[src/rtl/ring_index_queue_assert.svh]
// assertion macros for the queue rtl, used by riq_ctrl
`ifndef RING_INDEX_QUEUE_ASSERT_SVH
`define RING_INDEX_QUEUE_ASSERT_SVH

`ifndef ASSERT_OFF

// same-cycle implication
`define RIQ_ASSERT_IMP(lbl, clk, rst, ante, cons) \
  lbl: assert property (@(posedge clk) disable iff (rst) (ante) |-> (cons)) \
    else $error("queue assertion failed");

// next-cycle implication
`define RIQ_ASSERT_NXT(lbl, clk, rst, ante, cons) \
  lbl: assert property (@(posedge clk) disable iff (rst) (ante) |=> (cons)) \
    else $error("queue assertion failed");

`else

`define RIQ_ASSERT_IMP(lbl, clk, rst, ante, cons)
`define RIQ_ASSERT_NXT(lbl, clk, rst, ante, cons)

`endif

`endif

[src/rtl/riq_pkg.sv]
`timescale 1ns / 1ps
`default_nettype none

package riq_pkg;

  localparam int ACTION_W = 3;
  localparam int DATA_W   = 32;
  localparam int STAMP_W  = 32;
  localparam int POS_W    = 8;
  localparam int STATUS_W = 2;

  localparam logic [ACTION_W-1:0] ACT_PUSH        = 3'd0;
  localparam logic [ACTION_W-1:0] ACT_POP         = 3'd1;
  localparam logic [ACTION_W-1:0] ACT_PEEK_OLD    = 3'd2;
  localparam logic [ACTION_W-1:0] ACT_PEEK_NEW    = 3'd3;
  localparam logic [ACTION_W-1:0] ACT_PEEK_BEFORE = 3'd4;

  localparam logic [STATUS_W-1:0] ST_OK    = 2'd0;
  localparam logic [STATUS_W-1:0] ST_NEVER = 2'd1;
  localparam logic [STATUS_W-1:0] ST_EMPTY = 2'd2;
  localparam logic [STATUS_W-1:0] ST_FULL  = 2'd3;

  // decoded result of one item, waiting for its memory read
  typedef struct packed {
    logic [STATUS_W-1:0] status;
    logic [POS_W-1:0]    position;
    logic                has_data;
  } result_info_t;

endpackage

`default_nettype wire

[src/rtl/riq_in_if.sv]
`timescale 1ns / 1ps
`default_nettype none

interface riq_in_if;
  logic                          valid;
  logic                          ready;
  logic [riq_pkg::ACTION_W-1:0]  action;
  logic [riq_pkg::DATA_W-1:0]    entry_data;
  logic [riq_pkg::STAMP_W-1:0]   timestamp;
  logic [riq_pkg::POS_W-1:0]     position_in;

  modport source (output valid, action, entry_data, timestamp, position_in, input ready);
  modport sink (input valid, action, entry_data, timestamp, position_in, output ready);
endinterface

`default_nettype wire

[src/rtl/riq_out_if.sv]
`timescale 1ns / 1ps
`default_nettype none

interface riq_out_if;
  logic                          valid;
  logic                          ready;
  logic [riq_pkg::STATUS_W-1:0]  status;
  logic [riq_pkg::DATA_W-1:0]    read_payload;
  logic [riq_pkg::STAMP_W-1:0]   read_timestamp;
  logic [riq_pkg::POS_W-1:0]     position;

  modport source (output valid, status, read_payload, read_timestamp, position, input ready);
  modport sink (input valid, status, read_payload, read_timestamp, position, output ready);
endinterface

`default_nettype wire

[src/rtl/riq_ctrl.sv]
`timescale 1ns / 1ps
`default_nettype none

`include "ring_index_queue_assert.svh"

module riq_ctrl #(
  parameter int DEPTH = 256,
  parameter int SW    = 32
) (
  input  wire logic                         clk,
  input  wire logic                         rst,
  riq_in_if.sink                            req,
  riq_out_if.source                         rsp,
  output logic                              we,
  output logic [$clog2(DEPTH)-1:0]          waddr,
  output logic [SW-1:0]                     wdata,
  output logic [riq_pkg::STAMP_W-1:0]       wstamp,
  output logic                              re,
  output logic [$clog2(DEPTH)-1:0]          raddr,
  input  wire logic [SW-1:0]                rdata,
  input  wire logic [riq_pkg::STAMP_W-1:0]  rstamp
);

  localparam int IW = $clog2(DEPTH);
  localparam logic [IW-1:0] LAST = IW'(DEPTH - 1);

  logic [IW-1:0] head, head_next;
  logic [IW-1:0] tail, tail_next;
  logic          started, started_next;
  logic          clearing;
  logic [IW-1:0] clr_addr;

  logic                  pend_v;
  riq_pkg::result_info_t pend, pend_next;

  logic                          out_valid;
  riq_pkg::result_info_t         out_info;
  logic [riq_pkg::DATA_W-1:0]    out_data;
  logic [riq_pkg::STAMP_W-1:0]   out_stamp;

  logic          acc;
  logic          advance;
  logic          full;
  logic [IW-1:0] pos_mod;
  logic [IW-1:0] mod_tab [256];

  function automatic logic [IW-1:0] wrap_next(input logic [IW-1:0] i);
    return (i == LAST) ? '0 : i + 1'b1;
  endfunction

  function automatic logic [IW-1:0] wrap_prev(input logic [IW-1:0] i);
    return (i == '0) ? LAST : i - 1'b1;
  endfunction

  // position_in reduced modulo the depth, one constant entry per input code
  for (genvar g = 0; g < 256; g++) begin : g_mod
    assign mod_tab[g] = IW'(g % DEPTH);
  end
  assign pos_mod = mod_tab[req.position_in];

  assign advance   = pend_v && (!out_valid || rsp.ready);
  assign req.ready = !clearing && (!pend_v || !out_valid || rsp.ready);
  assign acc       = req.valid && req.ready;
  assign full      = started && (head != tail) && (wrap_next(tail) == head);

  always_comb begin
    we             = 1'b0;
    re             = 1'b0;
    waddr          = tail;
    raddr          = head;
    wdata          = req.entry_data[SW-1:0];
    wstamp         = req.timestamp;
    head_next      = head;
    tail_next      = tail;
    started_next   = started;
    pend_next      = '0;
    pend_next.status = riq_pkg::ST_OK;
    if (clearing) begin
      we     = 1'b1;
      waddr  = clr_addr;
      wdata  = '0;
      wstamp = '0;
    end else if (acc) begin
      unique case (req.action) inside
        riq_pkg::ACT_PUSH: begin
          if (full) begin
            pend_next.status = riq_pkg::ST_FULL;
          end else begin
            we                 = 1'b1;
            pend_next.position = riq_pkg::POS_W'(tail);
            tail_next          = wrap_next(tail);
            started_next       = 1'b1;
          end
        end
        riq_pkg::ACT_POP, riq_pkg::ACT_PEEK_OLD, riq_pkg::ACT_PEEK_NEW,
        riq_pkg::ACT_PEEK_BEFORE: begin
          if (!started) begin
            pend_next.status = riq_pkg::ST_NEVER;
          end else if (head == tail) begin
            pend_next.status = riq_pkg::ST_EMPTY;
          end else begin
            re                 = 1'b1;
            pend_next.has_data = 1'b1;
            unique case (req.action) inside
              riq_pkg::ACT_POP: begin
                head_next = wrap_next(head);
              end
              riq_pkg::ACT_PEEK_OLD: begin
                pend_next.position = riq_pkg::POS_W'(head);
              end
              riq_pkg::ACT_PEEK_NEW: begin
                raddr = wrap_prev(tail);
              end
              default: begin
                raddr = wrap_prev(pos_mod);
              end
            endcase
          end
        end
        default: ;
      endcase
    end
  end

  always_ff @(posedge clk) begin
    if (rst) begin
      head     <= '0;
      tail     <= '0;
      started  <= 1'b0;
      clearing <= 1'b1;
      clr_addr <= '0;
    end else begin
      head    <= head_next;
      tail    <= tail_next;
      started <= started_next;
      if (clearing) begin
        clr_addr <= clr_addr + 1'b1;
        if (clr_addr == LAST) begin
          clearing <= 1'b0;
        end
      end
    end
  end

  // pending stage: memory read in flight
  always_ff @(posedge clk) begin
    if (rst) begin
      pend_v <= 1'b0;
    end else if (acc) begin
      pend_v <= 1'b1;
    end else if (advance) begin
      pend_v <= 1'b0;
    end
  end

  always_ff @(posedge clk) begin
    if (acc) begin
      pend <= pend_next;
    end
  end

  // output register, keeps its own copy of the read data
  always_ff @(posedge clk) begin
    if (rst) begin
      out_valid <= 1'b0;
    end else if (advance) begin
      out_valid <= 1'b1;
    end else if (rsp.ready) begin
      out_valid <= 1'b0;
    end
  end

  always_ff @(posedge clk) begin
    if (advance) begin
      out_info  <= pend;
      out_data  <= pend.has_data ? riq_pkg::DATA_W'(rdata) : '0;
      out_stamp <= pend.has_data ? rstamp : '0;
    end
  end

  assign rsp.valid          = out_valid;
  assign rsp.status         = out_info.status;
  assign rsp.position       = out_info.position;
  assign rsp.read_payload   = out_data;
  assign rsp.read_timestamp = out_stamp;

  `RIQ_ASSERT_NXT(a_started_sticky, clk, rst, started, started)
  `RIQ_ASSERT_IMP(a_idle_indices, clk, rst, !started, (head == '0) && (tail == '0))
  `RIQ_ASSERT_IMP(a_head_range, clk, rst, 1'b1, (head <= LAST) && (tail <= LAST))
  `RIQ_ASSERT_NXT(a_read_pending, clk, rst, re, pend_v && pend.has_data)
  `RIQ_ASSERT_IMP(a_clear_quiet, clk, rst, clearing, !pend_v && !out_valid && !started)

endmodule

`default_nettype wire

[src/flat_wrapper.sv]
// flat-port wrapper written by rule: the top's interface ports become plain ports
module riq_ctrl_flat 
#(
  parameter int DEPTH = 256,
  parameter int SW    = 32
)
  (clk, rst, we, waddr, wdata, wstamp, re, raddr, rdata, rstamp, req_valid, req_action, req_entry_data, req_timestamp, req_position_in, req_ready, rsp_valid, rsp_status, rsp_read_payload, rsp_read_timestamp, rsp_position, rsp_ready);
  riq_in_if req_i ();
  riq_out_if rsp_i ();
  input  wire logic clk;
  input  wire logic rst;
  output logic we;
  output logic [$clog2(DEPTH)-1:0] waddr;
  output logic [SW-1:0] wdata;
  output logic [riq_pkg::STAMP_W-1:0] wstamp;
  output logic re;
  output logic [$clog2(DEPTH)-1:0] raddr;
  input  wire logic [SW-1:0] rdata;
  input  wire logic [riq_pkg::STAMP_W-1:0] rstamp;
  input wire logic [$bits(req_i.valid)-1:0] req_valid;
  input wire logic [$bits(req_i.action)-1:0] req_action;
  input wire logic [$bits(req_i.entry_data)-1:0] req_entry_data;
  input wire logic [$bits(req_i.timestamp)-1:0] req_timestamp;
  input wire logic [$bits(req_i.position_in)-1:0] req_position_in;
  output wire logic [$bits(req_i.ready)-1:0] req_ready;
  output wire logic [$bits(rsp_i.valid)-1:0] rsp_valid;
  output wire logic [$bits(rsp_i.status)-1:0] rsp_status;
  output wire logic [$bits(rsp_i.read_payload)-1:0] rsp_read_payload;
  output wire logic [$bits(rsp_i.read_timestamp)-1:0] rsp_read_timestamp;
  output wire logic [$bits(rsp_i.position)-1:0] rsp_position;
  input wire logic [$bits(rsp_i.ready)-1:0] rsp_ready;
  assign req_i.valid = req_valid;
  assign req_i.action = req_action;
  assign req_i.entry_data = req_entry_data;
  assign req_i.timestamp = req_timestamp;
  assign req_i.position_in = req_position_in;
  assign req_ready = req_i.ready;
  assign rsp_valid = rsp_i.valid;
  assign rsp_status = rsp_i.status;
  assign rsp_read_payload = rsp_i.read_payload;
  assign rsp_read_timestamp = rsp_i.read_timestamp;
  assign rsp_position = rsp_i.position;
  assign rsp_i.ready = rsp_ready;
  riq_ctrl #(.DEPTH(DEPTH), .SW(SW)) u_core (.clk(clk), .rst(rst), .req(req_i), .rsp(rsp_i), .we(we), .waddr(waddr), .wdata(wdata), .wstamp(wstamp), .re(re), .raddr(raddr), .rdata(rdata), .rstamp(rstamp));
endmodule
[config.mk]
export PLATFORM = sky130hd
export DESIGN_NAME = riq_ctrl_flat
export DESIGN_NICKNAME = d
export VERILOG_FILES = /design/src/rtl/riq_pkg.sv /design/src/rtl/riq_in_if.sv /design/src/rtl/riq_out_if.sv /design/src/rtl/riq_ctrl.sv /design/src/flat_wrapper.sv
export VERILOG_INCLUDE_DIRS = /design/src /design/src/rtl
export SDC_FILE = /design/constraint.sdc
export NUM_CORES = 1
export LEC_CHECK = 0
export BUFFER_PORTS_ARGS = -buffer_cell sky130_fd_sc_hd__buf_2
export CAP_MARGIN = 20
export CORE_UTILIZATION = 45
export CTS_CLUSTER_SIZE = 25
export DETAILED_ROUTE_END_ITERATION = 16
export PLACE_DENSITY = 0.8
export SLEW_MARGIN = 20
export SYNTH_ARGS = -nofsm -noshare
export SYNTH_HDL_FRONTEND = slang
export SYNTH_SLANG_ARGS = --single-unit
[constraint.sdc]
create_clock -name clk -period 6.7 [get_ports clk]
set_clock_uncertainty 0.2 [all_clocks]
set_input_delay 1.34 -clock clk [delete_from_list [all_inputs] [get_ports clk]]
set_output_delay 1.34 -clock clk [all_outputs]
set_load 0.05 [all_outputs]
==> results of run 1 <==
## power breakdown
| group | total (uW) | switching (uW) | internal, uW |
|---|---|---|---|
| Combinational | 86.1 | 36.6 | 49.5 |
| Clock | 973 | 315 | 658 |
| Sequential | 750 | 1.84 | 748 |
## final cells by class
type	count	area, sq um
multi-input combinational	409	2608
clock inverter	14	212.7
timing repair buffer	305	1559
inverter	12	45.04
fill	1037	4591
sequential	113	3114
tap	172	215.2
clock buffer	18	429.2
## cell usage after synthesis (all sizes together), types with 11 or more instances
cell / number / area [sq um]
a21oi: 28 / 140.1
o21ai: 22 / 110.1
and2: 67 / 419.2
xnor2: 11 / 96.34
edfxtp: 85 / 2552
nor2: 43 / 161.4
nand2: 33 / 123.9
nor3: 11 / 55.05
nor2b: 69 / 431.7
inv: 12 / 45.04
xor2: 19 / 166.4
clkbuf: 36 / 135.1
dfxtp: 28 / 560.5
## metal layers
metal | routed length [um] | vias up | share of wire | GRT usage
li1 | - | 2578 | - | -
met1 | 7160 | 2435 | 0.42 | 0.3125
met2 | 8319 | 276 | 0.48 | 0.4055
met3 | 1589 | 14 | 0.092 | 0.08754
met4 | 136 | 0 | 0.0079 | 0.06160
met5 | 0 | - | 0 | 0
## how the worst max path moves through the flow
stage,startpoint,depth (start not counted),end
2_1_floorplan,rsp_ready,6,raddr[0]
3_3_place_gp,u_core.tail[2]$_SDFFE_PP0P_,8,we
3_5_place_dp,u_core.tail[2]$_SDFFE_PP0P_,8,we
4_1_cts,u_core.tail[2]$_SDFFE_PP0P_,8,we
5_1_grt,u_core.tail[2]$_SDFFE_PP0P_,8,we
6_report,u_core.tail[2]$_SDFFE_PP0P_,8,we
## through the flow
step           power [uW]  setup WS [ns]
2_1_floorplan       802.4          1.209
3_3_place_gp        848.0          2.031
3_5_place_dp        849.5          1.931
4_1_cts              1825          1.481
5_1_grt              1863          1.238
6_report             1809          1.465
## cell families after synthesis
| family | count (synthesis) | synth area share |
|---|---|---|
| simple gates | 276 | 0.2615 |
| flops | 113 | 0.5233 |
| compound gates | 83 | 0.08877 |
| buf+inv | 58 | 0.04060 |
| xor+xnor | 31 | 0.04796 |
| mux | 12 | 0.02314 |
| fa+ha+maj | 7 | 0.01472 |
## worst max-delay path: stages (launching register included)
cell       delay [ns]
dfxtp_1          0.74
nand3_1          0.21
or3_1            0.43
a2111oi_2        0.40
a311oi_1         0.09
or4b_1           0.82
nand3_2          0.30
nand2b_1         0.09
buf_2            0.21
## state kept, by name, summed over array words and instances (netlist names)
register / count
u_core.started: 1
u_core.rsp.read_payload: 32
u_core.clearing: 1
u_core.pend: 11
u_core.rsp.valid: 1
u_core.rsp.position: 8
u_core.rsp.status: 2
u_core.clr_addr: 8
u_core.head: 8
u_core.tail: 8
u_core.pend_v: 1
u_core.rsp.read_timestamp: 32
==> metrics.txt, run 1 <==
status finished, final reports clean; CTS Hold Buffers Added 0; area of the die 13,680 sq um; RR Startpoint u_core.tail[2]$_SDFFE_PP0P_; DP Cell Count 1,010; final critical-path share of the clock period 0.7814; critical path class reg2out; Setup crit end kind output pin; Slew headroom 0.4470; max cap viols 0; Worst setup SP type flip-flop; Final Core Density 0.6406; Rows 41; hold path depth 0; Starting Density 0.4657; grt ovf 0; DP HPWL around 13,000 um; RSZ-0062 raised after global routing false; Min Hold Slack 0.2131 ns; drt total wl 17,210 um; WHS Endpoint u_core.rsp.status[0]$_DFFE_PP_; CP Data Arrival Time about 3.7 ns; initial antenna violation count 0; clk buf depth 2; Synth Area per Inst 10.26 sq um; Setup Buffers After CTS 0; GRT Overall Usage 0.2474; commonest non-fill, non-tap cells in the layout 300 x buf_2, 85 x edfxtp_1, 68 x nor2b_1, 67 x and2_1, 43 x nor2_1; Slew @ Worst Pin 0.8295 ns; Finished Layout Cells 1,043; clk slew on worst S/H paths 0.05 ns; hold_sp u_core.pend[9]$_SDFFCE_PP0P_; largest net degree at the start of global routing between 80 and 90; vias in the first global route 4,738; Die H 117.0 um; setup TNS 0 ns; final-report hold violation count 0; fin nets 1,008; gpl congestion between 0.9 and 1; via/cell ratio 5.084; count of cell types in the netlist 57; Max Freq 191.0 MHz; via count of the routed design 5,303; I/O Buffers 300; # diodes 0; #FFs+latches synth between 100 and 150; commonest non-fill, non-tap cell in the layout buf_2; post-route ant nets 0; I/O Pins 301; Max FO, Critical Path 18; placed instance area 7513 sq um; r2r endpoint u_core.tail[0]$_SDFFE_PP0P_; P per Cell Area 221.1 nW/um^2; Avg WL per Cell around 16 um; first-pass GRT wire length approximately 25,000 um; Tmin final 5.235 ns; Synth Warn # 0; top_reg_cell synth edfxtp_1; Post-synth EDFFs between 80 and 90; Reg2Reg Depth 7; VDD IR max 0.1530 mV; Mapped Cells 580; R2R setup slack 3.04 ns; max-slew violations 0; Tightest Hold Check Type reg2reg; mapped cell area 5948 sq um; Post-CTS Resized 0; Clk Latency, worst-skew pair 0.41 ns; share of layout cells above drive strength 1 0.4030; CTS Buf Count 17; total core area 12,770 sq um; Synth async-reset ratio 0; Die X 117.0 um; 1st-pass router iterations 5; leakage power between 0.003 and 0.004 uW; final setup fails 0; Layout area overhead 37.57%; CP Data Required Time 5.16 ns; initial DRC count 493; CTS sink cnt around 110; drt drc 0; Root Buffer clkbuf_16; CTS tree built; sequential cell area fraction in the yosys report 0.5233; Mapped Nets between 700 and 800; htree depth 4; Final Cell Area 8183 sq um
(Power assumes the default switching activity.)
==> run 2: changes to the inputs <==
Clock period 6.7 ns to 4.98 ns, I/O delays scaled along.
==> run 2 against run 1 <==
Flip-flop and latch count unchanged. Cell count did not move. Register-to-register slack worse by 1.5 ns. Count of clock-buffer cells in the layout decreased by 1. Critical path depth rose by 1. Global-route usage decreased by 0.46 points. Sequential share of layout area up 0.36 points. Sequential power is 35% higher. Highest routed layer unchanged.
==> metrics.txt, run 2 (synthesis results as in run 1) <==
Rows 41 (unchanged); commonest non-fill, non-tap cells in the layout 300 x buf_2, 85 x edfxtp_1, 68 x nor2b_1, 67 x and2_1, 43 x nor2_1; final critical-path share of the clock period 0.9376; hold path depth 0 (unchanged); Clk Latency, worst-skew pair 0.41 ns (about the same); Layout area overhead 36.26%; R2R setup slack 1.53 ns (-1.51 ns); VDD IR max 0.2036 mV (+33%); setup TNS 0 ns (unchanged); CP Data Arrival Time 3.47 ns (-0.23 ns); Setup Buffers After CTS 0 (unchanged); Finished Layout Cells 1,043 (unchanged); RR Startpoint u_core.tail[2]$_SDFFE_PP0P_; Slew headroom 0.4173 (-0.02963); max cap viols 0 (unchanged); WHS Endpoint u_core.rsp.status[1]$_DFFE_PP_; drt drc 0 (unchanged); max-slew violations 0 (unchanged); Setup crit end kind output pin; DP HPWL 12,580 um (-2.4%); via count of the routed design 5,302 (-0.019%); post-route ant nets 0 (unchanged); CTS Buf Count 17 (unchanged); 1st-pass router iterations 5 (unchanged); RSZ-0062 raised after global routing false; r2r endpoint u_core.tail[0]$_SDFFE_PP0P_; drt total wl 16,900 um (-1.8%); critical path class reg2out; I/O Buffers 300 (unchanged); Tightest Hold Check Type reg2reg; I/O Pins 301 (unchanged); Max Freq 214.2 MHz; gpl congestion 0.9222 (+1.9%); share of layout cells above drive strength 1 0.4030 (unchanged); total core area 12,770 sq um (unchanged); via/cell ratio 5.083 (about the same); vias in the first global route 4,683 (-1.2%); CTS sink cnt 113 (unchanged); Starting Density 0.4657 (unchanged); Post-CTS Resized 0 (unchanged); largest net degree at the start of global routing 88 (unchanged); Reg2Reg Depth 8 (+1); CTS tree built; area of the die 13,680 sq um (unchanged); Die H 117.0 um (unchanged); Min Hold Slack 0.2216 ns (+0.008494 ns); Die X 117.0 um (unchanged); initial antenna violation count 2 (+2); DP Cell Count 1,011 (+0.099%); Worst setup SP type flip-flop; commonest non-fill, non-tap cell in the layout buf_2; htree depth 4 (unchanged); leakage power 0.003577 uW (-0.77%); clk slew on worst S/H paths 0.05 ns (about the same); fin nets 1,008 (unchanged); hold_sp u_core.pend[10]$_SDFFCE_PP0P_; Tmin final about 4.7 ns; CP Data Required Time 3.78 ns (-1.38 ns); GRT Overall Usage 0.2429 (-0.004575); final-report hold violation count 0 (unchanged); final setup fails 0 (unchanged); first-pass GRT wire length 24,870 um (-0.74%); initial DRC count 435 (-12%); Slew @ Worst Pin 0.8740 ns (+0.04445 ns); P per Cell Area 284.3 nW/um^2 (+29%); clk buf depth 2 (unchanged); CTS Hold Buffers Added 0 (unchanged); Root Buffer clkbuf_16; Max FO, Critical Path 18 (unchanged); # diodes 0 (unchanged); status finished, final reports clean; grt ovf 0 (unchanged); Avg WL per Cell 16.21 um (-1.8%)
==> run 2: cell types whose count changed in the layout (fill, tap and decap cells not counted), sizes merged <==
cell	previous run	this run
bufinv	5	2
clkbuf	18	17
clkinv	5	9
clkinvlp	3	1
inv	13	15
==> run 2: layer usage <==
metal	track usage	share of wire	vias to the layer above	wire length [um]
met2	0.3901	0.49	247	8243
met3	0.07261	0.085	24	1442
met1	0.3213	0.42	2452	7027
li1	-	-	2579	-
met4	0.06160	0.011	0	189
met5	0	0	-	0
==> run 2: report_power, final <==
part	internal [uW]	switching, uW	total [uW]
sequential	1010	2.59	1010
clock	739	439	1180
combinational	66.7	49.9	117
==> run 2: area by class of cell <==
cell class,instances,area [sq um]
clock buffers,17,425.4
clock inverters,15,158.9
fillers,1079,4668
inverters,12,45.04
multi-input cells,409,2608
flip-flops and latches,113,3114
well taps,172,215.2
repair buffers,305,1539
==> run 2: worst max path at each step <==
stage / depth (start not counted) / to / from
3_3_place_gp: 10 / we / u_core.tail[0]$_SDFFE_PP0P_
4_1_cts: 9 / we / u_core.tail[2]$_SDFFE_PP0P_
6_report: 9 / we / u_core.tail[2]$_SDFFE_PP0P_
2_1_floorplan: 6 / raddr[0] / rsp_ready
3_5_place_dp: 9 / we / u_core.tail[2]$_SDFFE_PP0P_
5_1_grt: 9 / we / u_core.tail[2]$_SDFFE_PP0P_
==> run 2: worst max-delay path, cell delays in order (launching register included) <==
cell	delay, ns
dfxtp_1	0.75
nand3_1	0.21
or3_1	0.43
a2111oi_2	0.37
a311oi_1	0.08
or4b_1	0.54
buf_4	0.21
nand3_2	0.18
nand2b_1	0.07
buf_2	0.21
==> run 2: metrics by stage <==
step	cell area, sq um	setup slack (ns)	power, uW	util
final	8105	0.3106	2304	0.6345
after global routing	8105	0.08632	2378	0.6345
after CTS	8099	0.3395	2321	0.6340
after detailed placement	7515	0.7888	1143	0.5883
after global placement	7515	0.8358	1140	0.5883
after floorplan	5951	0.1683	1080	-
